File: src/hdl/wse_pkg.sv
// ----------------------------------------------------------------------------
// Windowed slope estimator package
// Shared widths, stream field layout, state encoding and control bundles.
// ----------------------------------------------------------------------------
package wse_pkg;

  // Field widths.
  localparam int CODE_W  = 16;
  localparam int SUM_W   = 19;
  localparam int SLOPE_W = 32;
  localparam int GAIN_W  = 32;
  localparam int FRAC_W  = 16;

  // Parameter defaults.
  localparam int HISTORY_DEPTH_DEF = 15;
  localparam int SAMPLES_DEF       = 8;

  // Gain register reset value, 1.0 in Q16.
  localparam logic [GAIN_W-1:0] GAIN_RESET = 32'h0001_0000;

  // Stream layout.
  localparam int IN_TDATA_W  = 2 * CODE_W;
  localparam int OUT_FIELD_W = 2 * SUM_W + 2 * SLOPE_W;
  localparam int OUT_TDATA_W = ((OUT_FIELD_W + 7) / 8) * 8;
  localparam int OUT_PAD_W   = OUT_TDATA_W - OUT_FIELD_W;
  localparam int OUT_VSL_LSB = 2 * SUM_W;
  localparam int OUT_CSL_LSB = 2 * SUM_W + SLOPE_W;

  // Sequencer states.
  typedef enum logic [1:0] {
    ST_IDLE,
    ST_MAC,
    ST_MUL,
    ST_OUT
  } state_e;

  // Controls shared by both lanes.
  typedef struct packed {
    logic add;       // accumulate the accepted code
    logic complete;  // this transaction completes a measurement
    logic fill;      // completing measurement refills the history
    logic mac;       // one weighted-sum step
    logic mul;       // apply the gain
  } lane_ctrl_t;

  // What one lane reports to the merge stage.
  typedef struct packed {
    logic signed [SUM_W-1:0]   sum;
    logic signed [SLOPE_W-1:0] slope;
    logic                      clip;
  } lane_res_t;

  // Merge stage controls.
  typedef struct packed {
    logic load;
    logic zero;
  } merge_ctrl_t;

endpackage

File: src/hdl/wse_lane.sv
// ----------------------------------------------------------------------------
// Slope estimator lane
// One channel: sample accumulator, history shift line, serial weighted-sum
// unit, gain multiplier and 32-bit saturation.
// ----------------------------------------------------------------------------
module wse_lane #(
  parameter int HISTORY_DEPTH = wse_pkg::HISTORY_DEPTH_DEF
) (
  input  logic                                     clk_i,
  input  logic                                     rst_ni,
  input  wse_pkg::lane_ctrl_t                      ctrl_i,
  input  logic signed [wse_pkg::CODE_W-1:0]        code_i,
  input  logic signed [$clog2(HISTORY_DEPTH):0]    weight_i,
  input  logic        [wse_pkg::GAIN_W-1:0]        gain_i,
  output wse_pkg::lane_res_t                       res_o
);
  import wse_pkg::*;

  localparam int WGT_W  = $clog2(HISTORY_DEPTH) + 1;
  localparam int TERM_W = SUM_W + WGT_W;
  localparam int ACC_W  = SUM_W + WGT_W - 1 + $clog2(HISTORY_DEPTH);
  localparam int PROD_W = ACC_W + GAIN_W + 1;
  localparam int TOP_W  = PROD_W - (FRAC_W + SLOPE_W - 1);

  logic signed [SUM_W-1:0]  acc_q;
  logic signed [SUM_W-1:0]  sum_d;
  logic signed [SUM_W-1:0]  sum_q;
  logic signed [SUM_W-1:0]  hist_q [HISTORY_DEPTH];
  logic signed [TERM_W-1:0] mac_term;
  logic signed [ACC_W-1:0]  mac_q;
  logic signed [GAIN_W:0]   gain_s;
  logic signed [PROD_W-1:0] prod_d;
  logic signed [PROD_W-1:0] prod_q;
  logic        [TOP_W-1:0]  prod_top;
  logic                     clip;

  // Running sum of the measurement; wraps in 19 bits.
  assign sum_d = acc_q + SUM_W'(code_i);

  always_ff @(posedge clk_i or negedge rst_ni) begin
    if (!rst_ni) begin
      acc_q <= '0;
    end else if (ctrl_i.add) begin
      acc_q <= ctrl_i.complete ? '0 : sum_d;
    end
  end

  // History: index 0 is the oldest entry. The line rotates once around
  // during the weighted sum, so it ends up where it started.
  always_ff @(posedge clk_i) begin
    if (ctrl_i.complete) begin
      sum_q <= sum_d;
      for (int k = 0; k < HISTORY_DEPTH; k++) begin
        if (ctrl_i.fill || k == HISTORY_DEPTH - 1) begin
          hist_q[k] <= sum_d;
        end else begin
          hist_q[k] <= hist_q[k+1];
        end
      end
    end else if (ctrl_i.mac) begin
      for (int k = 0; k < HISTORY_DEPTH - 1; k++) begin
        hist_q[k] <= hist_q[k+1];
      end
      hist_q[HISTORY_DEPTH-1] <= hist_q[0];
    end
  end

  // Weighted sum, one entry per cycle.
  assign mac_term = hist_q[0] * weight_i;

  always_ff @(posedge clk_i) begin
    if (ctrl_i.complete) begin
      mac_q <= '0;
    end else if (ctrl_i.mac) begin
      mac_q <= mac_q + ACC_W'(mac_term);
    end
  end

  // Gain multiply, registered.
  assign gain_s = $signed({1'b0, gain_i});
  assign prod_d = mac_q * gain_s;

  always_ff @(posedge clk_i) begin
    if (ctrl_i.mul) begin
      prod_q <= prod_d;
    end
  end

  // Arithmetic shift by the fraction width and saturation to 32 bits.
  assign prod_top = prod_q[PROD_W-1:FRAC_W+SLOPE_W-1];
  assign clip     = !((&prod_top) || !(|prod_top));

  always_comb begin
    res_o.sum  = sum_q;
    res_o.clip = clip;
    if (!clip) begin
      res_o.slope = prod_q[FRAC_W+SLOPE_W-1:FRAC_W];
    end else if (prod_q[PROD_W-1]) begin
      res_o.slope = {1'b1, {(SLOPE_W-1){1'b0}}};
    end else begin
      res_o.slope = {1'b0, {(SLOPE_W-1){1'b1}}};
    end
  end

endmodule

File: config.mk
export PLATFORM = sky130hd
export DESIGN_NAME = wse_lane
export DESIGN_NICKNAME = d
export VERILOG_FILES = /design/src/hdl/wse_pkg.sv /design/src/hdl/wse_lane.sv
export SDC_FILE = /design/constraint.sdc
export NUM_CORES = 2
export LEC_CHECK = 0
export ABC_AREA = 1
export ABC_CLOCK_PERIOD_IN_PS = 7200
export BUFFER_PORTS_ARGS = -buffer_cell sky130_fd_sc_hd__buf_2
export CORE_AREA = 2 2 414 416
export DETAILED_ROUTE_END_ITERATION = 16
export DIE_AREA = 0 0 416 418
export HOLD_SLACK_MARGIN = 0.1
export PLACE_DENSITY = 0.48
export SKIP_LAST_GASP = 1
export SYNTH_ARGS = -nofsm -noshare
export SYNTH_HDL_FRONTEND = slang
export SYNTH_SLANG_ARGS = --single-unit
export TNS_END_PERCENT = 50
File: constraint.sdc
create_clock -name clk_i -period 7.2 [get_ports clk_i]
set_clock_uncertainty 0.15 [all_clocks]
set_input_delay 1.08 -clock clk_i [delete_from_list [all_inputs] [get_ports clk_i]]
set_output_delay 1.08 -clock clk_i [all_outputs]
set_load 0.03 [all_outputs]
==> metrics.cfg <==
[sta]
finalCriticalPeriod_ps = 6980
worst_pin_slew_ps = 945
hold_violations = 0
fmax_mhz = 143
drv_slew = 0
slew_headroom_pct = 37.0
finalSetupViolations = 0
setup_slack_ps = 225
rsz0062_at_grt = true
period_share_pct = 96.9

[place]
place.gp.congestion = 0.908
dpl.hpwl_mm = 119
portBuffers = 111
place_ws_ps = -604

[detailed_routing]
avgViaCountPerCell = 4.44
vias = 38100
finalWirelength_mm = 146
dr.pass1.iters = 6
wire_per_inst_microns = 17.1
drcViolationCount = 0
drt-initial-drc-count = 2697
ant_nets = 0

[die]
dieArea_sq_um = 174000
coreArea_sq_um = 169000
dieHeight_microns = 418
io_pins = 112
initial_core_util_pct = 29.9
die_w_microns = 416
rows = 151

[clock_tree]
cts.htree.levels = 2
clk_latency_ps = 590
cts_setup_buffers = 0
cts-resized-gates = 1
cts_made_buffers = 46
cts_tree = done
hold_buffers = 0
clk_path_buf_depth = 3
cts.sinks = 394
cts_root_buf = clkbuf_16
clk_pin_slew_ps = 60

[logic_synthesis]
async_flop_share_pct = 4.82
synth_cell_type_count = 53
synth.top_cell.area_share_pct = 33.3
synth-edff-count = 348
synthFlopType = edfxtp_1
yosysSeqAreaShare_pct = 22.7
syn_avg_cell_area_sq_um = 8.27
yosys_warnings = 0
synth.most_common_cell = nand2_1
yosys.area.top_type = fa_1
syn_inst = 6108
synth_area_sq_um = 50500
synthesis.nets = 7313
synthTopCellsByArea = fa_1 (33%), edfxtp_1 (21%), nand2_1 (15%)
synth_common_cells = nand2_1 (2007), inv_1 (1575), fa_1 (839)
ys_ff_latch = 394

[setup_path]
path_delay_family = adder cells
regToRegSetupSlack_ps = 260
crit_cells = 25
crit_type = input port to flop
critPathMaxFanout = 12
critPathLaunchType = input port
crit_required_ps = 7380
critPathCaptureType = flop
cp_num_buf_inv = 9
cp-endpoint = prod_q[46]
rr_endpoint = prod_q[22]
crit_slowest_cell = fa_1
reg2reg_from = mac_q[3]
startpoint = gain_i[15]
max_stage_delay_ps = 540
reg2reg_depth = 23
arrival_ps = 7150

[run]
maxCapViolCount = 0

[worst_hold_path]
holdCritPathClass = input port to async pin

[global_route]
grt-ovfl-total = 0
antenna_found_initial = 8
grt_max_degree = 166
grt_pass1_vias = 40600
grt.total_usage_pct = 17.4
grt_pass1_wl_mm = 236

[finish]
drive_gt1_share_pct = 8.82
area.growth.synth_to_final_pct = 13.5
fin_nets = 7519

[run_status]
status = complete, no violations

stage by stage:
stage | hold slack, ps | TNS, ps | cells | utilization, % | area [sq um]
floorplan | 303 | 0 | 6108 | - | 50500
global placement | 316 | -8650 | 8484 | 33.0 | 55700
detailed placement | 323 | -8890 | 8484 | 33.0 | 55700
CTS | 288 | 0 | 8564 | 33.9 | 57300
global route | 323 | -38.4 | 8564 | 33.9 | 57300
finish | 316 | 0 | 8565 | 33.9 | 57300
worst reg2reg max path, cell delays in order, from the launching register on:
cell	delay, ps
dfxtp_1	440
buf_12	260
nand2_1	150
fa_1	550
inv_1	60
fa_1	530
inv_1	60
fa_1	560
inv_1	60
fa_1	490
fa_1	520
fa_1	500
inv_1	50
fa_1	530
inv_1	70
ha_1	340
nand2_1	100
nor2_1	280
nand2_1	160
nor2_1	200
nand2_1	70
nand3_1	180
xor2_1	290
buf_4	200
cell type report:
class | count | area [sq um]
clock inverters | 21 | 308
well taps | 2218 | 2780
clock buffers | 59 | 1230
diodes | 1 | 2.50
repair buffers | 419 | 3500
fillers | 17800 | 112000
inverters | 1579 | 5930
flip-flops and latches | 394 | 11500
multi-input cells | 3874 | 32100
logic make-up (layout without fill, tap and decap cells):
family / Yosys count / count (layout) / synth area share, %
other: 0 / 1 / 0
AOI/OAI and AO/OA: 274 / 274 / 3.01
xor gates and xnor gates: 38 / 38 / 0.696
DFF: 394 / 394 / 22.7
adders and majority gates: 1145 / 1145 / 40.8
buffers and inverters: 1840 / 2078 / 13.8
and+or+nand+nor: 2417 / 2417 / 19.0
registers in the layout, summed over array words and instances, names as in the netlist:
name,count
acc_q,19
hist_q,285
prod_q,44
mac_q,27
sum_q,19
worst min-delay path by stage:
stage                    from        end  slack [ps]
CTS                    rst_ni  acc_q[10]         290
detailed placement  acc_q[14]  acc_q[14]         320
global placement    acc_q[14]  acc_q[14]         320
global route           rst_ni   acc_q[1]         320
finish                 rst_ni  acc_q[10]         320
floorplan           acc_q[17]  acc_q[17]         300
placed cells by master (no fill, tap or decap), types with 16 or more instances in the layout:
cell type,n
clkbuf_16,46
a21oi_1,123
nand4_1,19
ha_1,306
nor3_1,18
dfxtp_1,26
buf_4,260
nand3_1,97
or2_2,16
buf_12,48
nor2_1,188
fa_1,839
buf_2,98
nand2_1,2005
xor2_1,25
dfrtp_1,19
o21ai_0,92
edfxtp_1,348
inv_1,1574
routing by layer:
| layer | wire (microns) | vias up | track usage [%] |
|---|---|---|---|
| met5 | 0 | - | 0 |
| met4 | 3570 | 0 | 4.05 |
| li1 | - | 18100 | - |
| met2 | 67500 | 722 | 28.4 |
| met1 | 69800 | 19100 | 24.8 |
| met3 | 5540 | 149 | 1.59 |
Power is not shown: default switching activity piles up to over one toggle a cycle in this logic, so the estimate is an artifact.
