$ cat src/hdl/wse_pkg.sv
// ----------------------------------------------------------------------------
// Windowed slope estimator package
// Shared widths, stream field layout, state encoding and control bundles.
// ----------------------------------------------------------------------------
package wse_pkg;

  // Field widths.
  localparam int CODE_W  = 16;
  localparam int SUM_W   = 19;
  localparam int SLOPE_W = 32;
  localparam int GAIN_W  = 32;
  localparam int FRAC_W  = 16;

  // Parameter defaults.
  localparam int HISTORY_DEPTH_DEF = 15;
  localparam int SAMPLES_DEF       = 8;

  // Gain register reset value, 1.0 in Q16.
  localparam logic [GAIN_W-1:0] GAIN_RESET = 32'h0001_0000;

  // Stream layout.
  localparam int IN_TDATA_W  = 2 * CODE_W;
  localparam int OUT_FIELD_W = 2 * SUM_W + 2 * SLOPE_W;
  localparam int OUT_TDATA_W = ((OUT_FIELD_W + 7) / 8) * 8;
  localparam int OUT_PAD_W   = OUT_TDATA_W - OUT_FIELD_W;
  localparam int OUT_VSL_LSB = 2 * SUM_W;
  localparam int OUT_CSL_LSB = 2 * SUM_W + SLOPE_W;

  // Sequencer states.
  typedef enum logic [1:0] {
    ST_IDLE,
    ST_MAC,
    ST_MUL,
    ST_OUT
  } state_e;

  // Controls shared by both lanes.
  typedef struct packed {
    logic add;       // accumulate the accepted code
    logic complete;  // this transaction completes a measurement
    logic fill;      // completing measurement refills the history
    logic mac;       // one weighted-sum step
    logic mul;       // apply the gain
  } lane_ctrl_t;

  // What one lane reports to the merge stage.
  typedef struct packed {
    logic signed [SUM_W-1:0]   sum;
    logic signed [SLOPE_W-1:0] slope;
    logic                      clip;
  } lane_res_t;

  // Merge stage controls.
  typedef struct packed {
    logic load;
    logic zero;
  } merge_ctrl_t;

endpackage

$ cat src/hdl/wse_merge.sv
// ----------------------------------------------------------------------------
// Slope estimator merge stage
// Combines both lane results into one output transaction and holds it in
// the output register until the sink takes it.
// ----------------------------------------------------------------------------
module wse_merge (
  input  logic                                  clk_i,
  input  logic                                  rst_ni,
  input  wse_pkg::merge_ctrl_t                  ctrl_i,
  input  wse_pkg::lane_res_t                    volt_i,
  input  wse_pkg::lane_res_t                    curr_i,
  output logic                                  m_axis_tvalid_o,
  input  logic                                  m_axis_tready_i,
  output logic [wse_pkg::OUT_TDATA_W-1:0]       m_axis_tdata_o,
  output logic                                  m_axis_tuser_o
);
  import wse_pkg::*;

  logic                     valid_q;
  logic                     valid_d;
  logic signed [SLOPE_W-1:0] vsl;
  logic signed [SLOPE_W-1:0] csl;
  logic                     sat;
  logic [OUT_TDATA_W-1:0]   data_q;
  logic                     sat_q;

  // A refill measurement reports zero slopes and no clipping.
  assign vsl = ctrl_i.zero ? '0 : volt_i.slope;
  assign csl = ctrl_i.zero ? '0 : curr_i.slope;
  assign sat = !ctrl_i.zero && (volt_i.clip || curr_i.clip);

  // Output valid: set on load, cleared once the transaction is taken.
  assign valid_d = ctrl_i.load || (valid_q && !m_axis_tready_i);

  always_ff @(posedge clk_i or negedge rst_ni) begin
    if (!rst_ni) begin
      valid_q <= 1'b0;
    end else begin
      valid_q <= valid_d;
    end
  end

  // Output payload.
  always_ff @(posedge clk_i) begin
    if (ctrl_i.load) begin
      data_q <= {{OUT_PAD_W{1'b0}}, csl, vsl, curr_i.sum, volt_i.sum};
      sat_q  <= sat;
    end
  end

  assign m_axis_tvalid_o = valid_q;
  assign m_axis_tdata_o  = data_q;
  assign m_axis_tuser_o  = sat_q;

endmodule

$ cat config.mk
export PLATFORM = sky130hd
export DESIGN_NAME = wse_merge
export DESIGN_NICKNAME = d
export VERILOG_FILES = /design/src/hdl/wse_pkg.sv /design/src/hdl/wse_merge.sv
export SDC_FILE = /design/constraint.sdc
export NUM_CORES = 1
export LEC_CHECK = 0
export ABC_AREA = 1
export BUFFER_PORTS_ARGS = -buffer_cell sky130_fd_sc_hd__buf_2
export CAP_MARGIN = 30
export CORE_MARGIN = 2
export CORE_UTILIZATION = 30
export DETAILED_ROUTE_END_ITERATION = 16
export SYNTH_ARGS = -nofsm -noshare
export SYNTH_HDL_FRONTEND = slang
export SYNTH_SLANG_ARGS = --single-unit
$ cat constraint.sdc
create_clock -name clk_i -period 0.8 [get_ports clk_i]
set_clock_uncertainty 0.05 [all_clocks]
set_input_delay 0.08 -clock clk_i [delete_from_list [all_inputs] [get_ports clk_i]]
set_output_delay 0.08 -clock clk_i [all_outputs]
set_load 0.01 [all_outputs]
==> results of run 1 <==
-- routing by layer --
metal,vias up,part of all wire (%)
met3,14,8.5
met4,0,1.8
met5,-,0
met2,148,50
met1,1337,39
li1,1420,-
-- power breakdown --
group	leakage, nW	internal, mW	total (mW)	switching, mW
Combinational	1.82	0.888	1.67	0.780
Clock	0.117	2.07	3.85	1.78
Sequential	1.01	6.47	6.58	0.119
-- stage by stage --
| step | area (sq um) | cells | power [mW] |
|---|---|---|---|
| 2_1_floorplan | 3720 | 249 | 7.14 |
| 3_3_place_gp | 5040 | 632 | 7.98 |
| 3_5_place_dp | 5040 | 632 | 8.01 |
| 4_1_cts | 6270 | 744 | 12.2 |
| 5_1_grt | 6270 | 742 | 12.6 |
| 6_report | 6270 | 742 | 12.1 |
-- repair_timing --
| item | 4_1_cts | 5_1_grt |
|---|---|---|
| endpoints found under the hold margin | 96 | 0 |
| buffers inserted | 0 | 0 |
| hold buffers | 97 | 0 |
| pin swaps | 0 | 1 |
| setup endpoints to repair | 104 | 113 |
| gates resized for setup | 0 | 7 |
-- logic make-up after synthesis --
group         after synthesis  synth area share, %
buf+inv                    75                 9.03
flops                     104                 84.0
simple gates               68                 6.88
other cells                 1                0.101
-- placed cells by master, fill, tap and decap left out --
cell type	instances
clkbuf_1	2
clkinv_1	2
dlymetal6s4s_1	3
buf_4	9
clkbuf_16	9
nand2_1	2
clkinvlp_4	2
dfrtp_1	1
inv_1	62
inv_2	4
buf_12	4
nor2_1	66
conb_1	2
edfxtp_1	103
dlygate4sd3_1	94
buf_2	209
-- path summary, 6_finish.rpt --
| kind | startpoint | end | cells past startpoint |
|---|---|---|---|
| worst max register to register | m_axis_tvalid_o$_DFF_PN0_ | m_axis_tvalid_o$_DFF_PN0_ | 2 |
| worst max-delay path | m_axis_tdata_o[18]$_DFFE_PP_ | m_axis_tdata_o[18] | 1 |
| max in group asynchronous | rst_ni | m_axis_tvalid_o$_DFF_PN0_ | 3 |
| min in group asynchronous | rst_ni | m_axis_tvalid_o$_DFF_PN0_ | 3 |
| worst min register to register | m_axis_tvalid_o$_DFF_PN0_ | m_axis_tvalid_o$_DFF_PN0_ | 2 |
| worst min-delay path | curr_i[0] | m_axis_tuser_o$_DFFE_PP_ | 3 |
-- area by class of cell --
class	instances	area [sq um]
clock inverter	4	22.5
clock buffer	11	233
fill	1058	5800
inverter	66	248
tap	168	210
timing repair buffer	319	2170
multi-input combinational	70	263
sequential	104	3120
-- registers in the layout, summed over array words and instances (netlist names) --
register,count
m_axis_tvalid_o,1
m_axis_tuser_o,1
m_axis_tdata_o,102
==> run_results.csv, run 1 <==
group,metric,value,unit
status,run_status,"finished, violations left",
status,violations,"hold timing, setup timing",
timing,rsz0062_at_grt,"yes",
clock_network,htree_num_levels,3,
cells_and_area,synthToLayoutAreaGrowth,68.8,%
clock_network,clock-sinks,104,
grt,gr-total-overflow,0,
route,drtPass1Iterations,4,
floorplanning,dieArea,0.0133,sq mm
grt,grt_max_degree,39,
clock_network,clock_path_buffers,2,
grt,antenna_found_initial,0,
route,detail-route-antenna-nets,0,
synthesis,syn_area_per_cell,15.0,sq um
floorplanning,die_w,115,um
synthesis,async_flop_share,0.962,%
pwr,ir_drop,0.000775,V
grt,grt.busiest_layer,"met2",
pwr,p_per_area,1930,mW/mm^2
placement,dp_slack,-0.0815,ns
synthesis,syn_area,0.00371,sq mm
worst_setup_path,path_class,"register to output pin",
route,drc,0,
synthesis,synth_top_area_share,83.3,%
floorplanning,coreArea,0.0121,sq mm
synthesis,ys_ff_latch,104,
timing,tns,-18.15,ns
flow_run,cap_violations,0,
timing,finalSetupViolCount,104,
clock_network,clk_pin_slew_worst_paths,0.06,ns
synthesis,synth_area_leaders,"edfxtp_1, inv_1, nor2_1",
worst_setup_path,arrival,0.90,ns
worst_setup_path,path_delay_family,"flip-flops",
worst_setup_path,path_cells,"buf_2",
synthesis,yosys_warnings,0,
route,wl_per_cell,12.8,um
worst_setup_path,worstSetupEndpointType,"output pin",
timing,min_period,1.03,ns
synthesis,netlist_instances,248,
grt,use_met1,14.9,%
worst_setup_path,critPathSlowestCell,"edfxtp_1",
synthesis,synth_edf_count,103,
worst_setup_path,cp_data_required_time,0.67,ns
cells_and_area,drive_gt1_share,41.3,%
synthesis,synth_commonest_cells,"edfxtp_1, inv_1, nor2_1, buf_6",
synthesis,synth_largest_area_cell,"edfxtp_1",
cells_and_area,final_util,52.0,%
hold_path,min_path_type,"input port to register",
timing,hold_violations,1,
timing,holdWs,-0.00692,ns
timing,timing.fmax,969,MHz
worst_setup_path,cp_num_buf_inv,1,
synthesis,dominantRegCellSynth,"edfxtp_1",
route,vias_per_cell,3.93,
floorplanning,fp.dieH,115,um
placement,gp_congestion,0.735,
floorplanning,ios,215,
timing,slew_violations,0,
placement,port_buffers,212,
timing,period_share,129,%
synthesis,post-synth-top-count-cell,"edfxtp_1",
synthesis,seq_area_frac_synth,84.0,%
grt,grt_util_met2,25.6,%
pwr,p_leak,2.95,nW
clock_network,cts_root_buffer,"clkbuf_16",
worst_setup_path,critPathMaxStageDelay,0.41,ns
cells_and_area,final_nets,679,
clock_network,cts_tree,"done",
worst_setup_path,r2r_setup_slack,0.15,ns
route,num_vias,2919,
placement,detailedPlacementHpwl,6480,um
route,drt-initial-drc-count,199,
grt,grt_pass1_vias,3087,
synthesis,synth_cell_types,9,
grt,grt_pass1_wl,14200,um
grt,track_usage,14.1,%
route,totalWireLength,9480,um
worst_setup_path,critPathMaxFanout,1,
clock_network,numCtsBuffers,9,
floorplanning,start_util,30.8,%
timing,layout_setup_ws,-0.232,ns
floorplanning,row_count,40,
cells_and_area,n_antenna_cell,0,
clock_network,clkLatencyLatePin,0.33,ns
worst_setup_path,critical_path.startpoint_type,"register",
grt,use_met3,4.27,%
Note: power is estimated with default switching activity, not from simulation.
==> run 2: changes to the inputs <==
- ABC_AREA: 1 -> unset
==> run_results.csv, run 2 <==
group,metric,value,unit
status,run_status,"finished, violations left",
status,violations,"hold timing, setup timing",
route,drt-initial-drc-count,125,
timing,layout_setup_ws,-0.223,ns
synthesis,synth_area_leaders,"edfxtp_1, nor2b_2, nor2b_1",
floorplanning,start_util,30.8,%
clock_network,clock_path_buffers,2,
cells_and_area,final_util,50.4,%
worst_setup_path,cp_num_buf_inv,1,
placement,port_buffers,212,
flow_run,cap_violations,0,
worst_setup_path,path_cells,"buf_2",
placement,detailedPlacementHpwl,5890,um
timing,hold_violations,15,
route,drc,0,
route,num_vias,2588,
hold_path,min_path_type,"input port to register",
cells_and_area,final_cell_mix,"buf_2, edfxtp_1, dlygate4sd3_1",
worst_setup_path,arrival,0.89,ns
floorplanning,die_w,115,um
floorplanning,ios,215,
clock_network,htree_num_levels,3,
cells_and_area,final_cell_count_no_fill,624,
route,vias_per_cell,4.15,
worst_setup_path,critPathSlowestCell,"edfxtp_1",
pwr,p_per_area,2020,mW/mm^2
cells_and_area,final_common_cell,"buf_2",
route,drtPass1Iterations,3,
clock_network,cts_root_buffer,"clkbuf_16",
grt,grt_pass1_wl,13100,um
cells_and_area,drive_gt1_share,52.0,%
timing,rsz0062_at_grt,"yes",
grt,track_usage,13.3,%
cells_and_area,fill_cells,1031,
cells_and_area,synthToLayoutAreaGrowth,63.5,%
synthesis,synth_commonest_cells,"edfxtp_1, nor2b_1, nor2b_2, buf_6",
placement,gp_congestion,0.694,
route,wl_per_cell,14.3,um
route,detail-route-antenna-nets,0,
clock_network,cts_tree,"done",
grt,grt_max_degree,40,
worst_setup_path,cp_data_required_time,0.67,ns
pwr,p_leak,2.66,nW
pwr,total_power,12.2,mW
floorplanning,dieArea,0.0133,sq mm
synthesis,post-synth-top-count-cell,"edfxtp_1",
timing,min_period,1.02,ns
synthesis,ys_ff_latch,104,
pwr,ir_drop,0.000903,V
worst_setup_path,path_class,"register to output pin",
timing,timing.fmax,978,MHz
synthesis,dominantRegCellSynth,"edfxtp_1",
route,totalWireLength,8950,um
placement,placed_cells,538,
worst_setup_path,worstSetupEndpointType,"output pin",
worst_setup_path,path_delay_family,"flip-flops",
clock_network,numCtsBuffers,9,
synthesis,async_flop_share,0.962,%
cells_and_area,largest_reg_flops,102,
placement,dp_slack,-0.0591,ns
synthesis,syn_area_per_cell,20.3,sq um
synthesis,synth_edf_count,103,
placement,place_area,0.00497,sq mm
grt,antenna_found_initial,0,
timing,holdWs,-0.0164,ns
clock_network,clk_pin_slew_worst_paths,0.07,ns
timing,period_share,128,%
worst_setup_path,critPathMaxFanout,1,
worst_setup_path,critPathMaxStageDelay,0.39,ns
synthesis,synth_largest_area_cell,"edfxtp_1",
clock_network,clkLatencyLatePin,0.34,ns
synthesis,synth_cell_types,11,
grt,grt_pass1_vias,2689,
grt,gr-total-overflow,0,
floorplanning,fp.dieH,115,um
timing,finalSetupViolCount,109,
clock_network,clock-sinks,104,
synthesis,yosys_warnings,0,
floorplanning,row_count,40,
floorplanning,coreArea,0.0120,sq mm
synthesis,seq_area_frac_synth,84.2,%
cells_and_area,final_nets,581,
cells_and_area,fin_area,0.00606,sq mm
timing,slew_violations,0,
worst_setup_path,critical_path.startpoint_type,"register",
synthesis,syn_area,0.00370,sq mm
clock_network,post_cts_hold_buffer_count,84,
cells_and_area,n_antenna_cell,0,
synthesis,synth_top_area_share,83.5,%
synthesis,netlist_instances,182,
## run 2: cells by family after synthesis
family	Yosys count	share of synthesized area, %
AO/OA/AOI/OAI	1	0.203
buffers and inverters	10	2.47
flip-flops	104	84.2
other	1	0.101
AND/OR/NAND/NOR	66	13.0
## run 2: power by group
group,total (mW),switching (mW),internal [mW]
clock,4.06,1.77,2.28
sequential,6.57,0.107,6.46
combinational,1.59,0.720,0.871
## run 2: area by class of cell
cell class / instances / area (sq um) / share of cell area, %
inverters: 1 / 3.75 / 0.0620
clock buffers: 15 / 268 / 4.42
clock inverters: 1 / 5.00 / 0.0826
flip-flops and latches: 104 / 3120 / 51.5
well taps: 147 / 184 / 3.04
multi-input cells: 69 / 510 / 8.43
repair buffers: 287 / 1970 / 32.5
## run 2: stage by stage
step                setup TNS, ns  hold WS, ns
floorplan                       0       -0.266
detailed placement          -3.75       -0.194
global route               -22.85      -0.0305
finish                     -18.58      -0.0164
CTS                        -20.94      -0.0339
global placement            -2.51       -0.193
## run 2: metal layers
metal | wire, um | track usage (%) | vias to the layer above
met5 | 0 | 0 | -
met4 | 179 | 6.51 | 0
met3 | 821 | 4.53 | 12
met2 | 4570 | 24.0 | 141
met1 | 3370 | 13.8 | 1209
li1 | - | - | 1226
## run 2: timing repair
action / 4_1_cts / 5_1_grt
gates resized for setup: 0 / 19
cloned: 0 / 0
endpoints found under the setup margin: 104 / 134
pin swaps: 0 / 2
hold endpoints to repair: 100 / 13
buffers inserted: 1 / 0
## run 2: final timing paths
kind	from	end	slack (ns)	cells past startpoint
min reg2reg	m_axis_tvalid_o$_DFF_PN0_	m_axis_tvalid_o$_DFF_PN0_	0.55	2
min in group asynchronous	rst_ni	m_axis_tvalid_o$_DFF_PN0_	0.52	3
max reg2reg	m_axis_tvalid_o$_DFF_PN0_	m_axis_tvalid_o$_DFF_PN0_	-0.01	2
max	m_axis_tuser_o$_DFFE_PP_	m_axis_tuser_o	-0.22	1
max in group asynchronous	rst_ni	m_axis_tvalid_o$_DFF_PN0_	0.08	3
min	curr_i[7]	m_axis_tdata_o[76]$_SDFFCE_PP0P_	-0.02	2
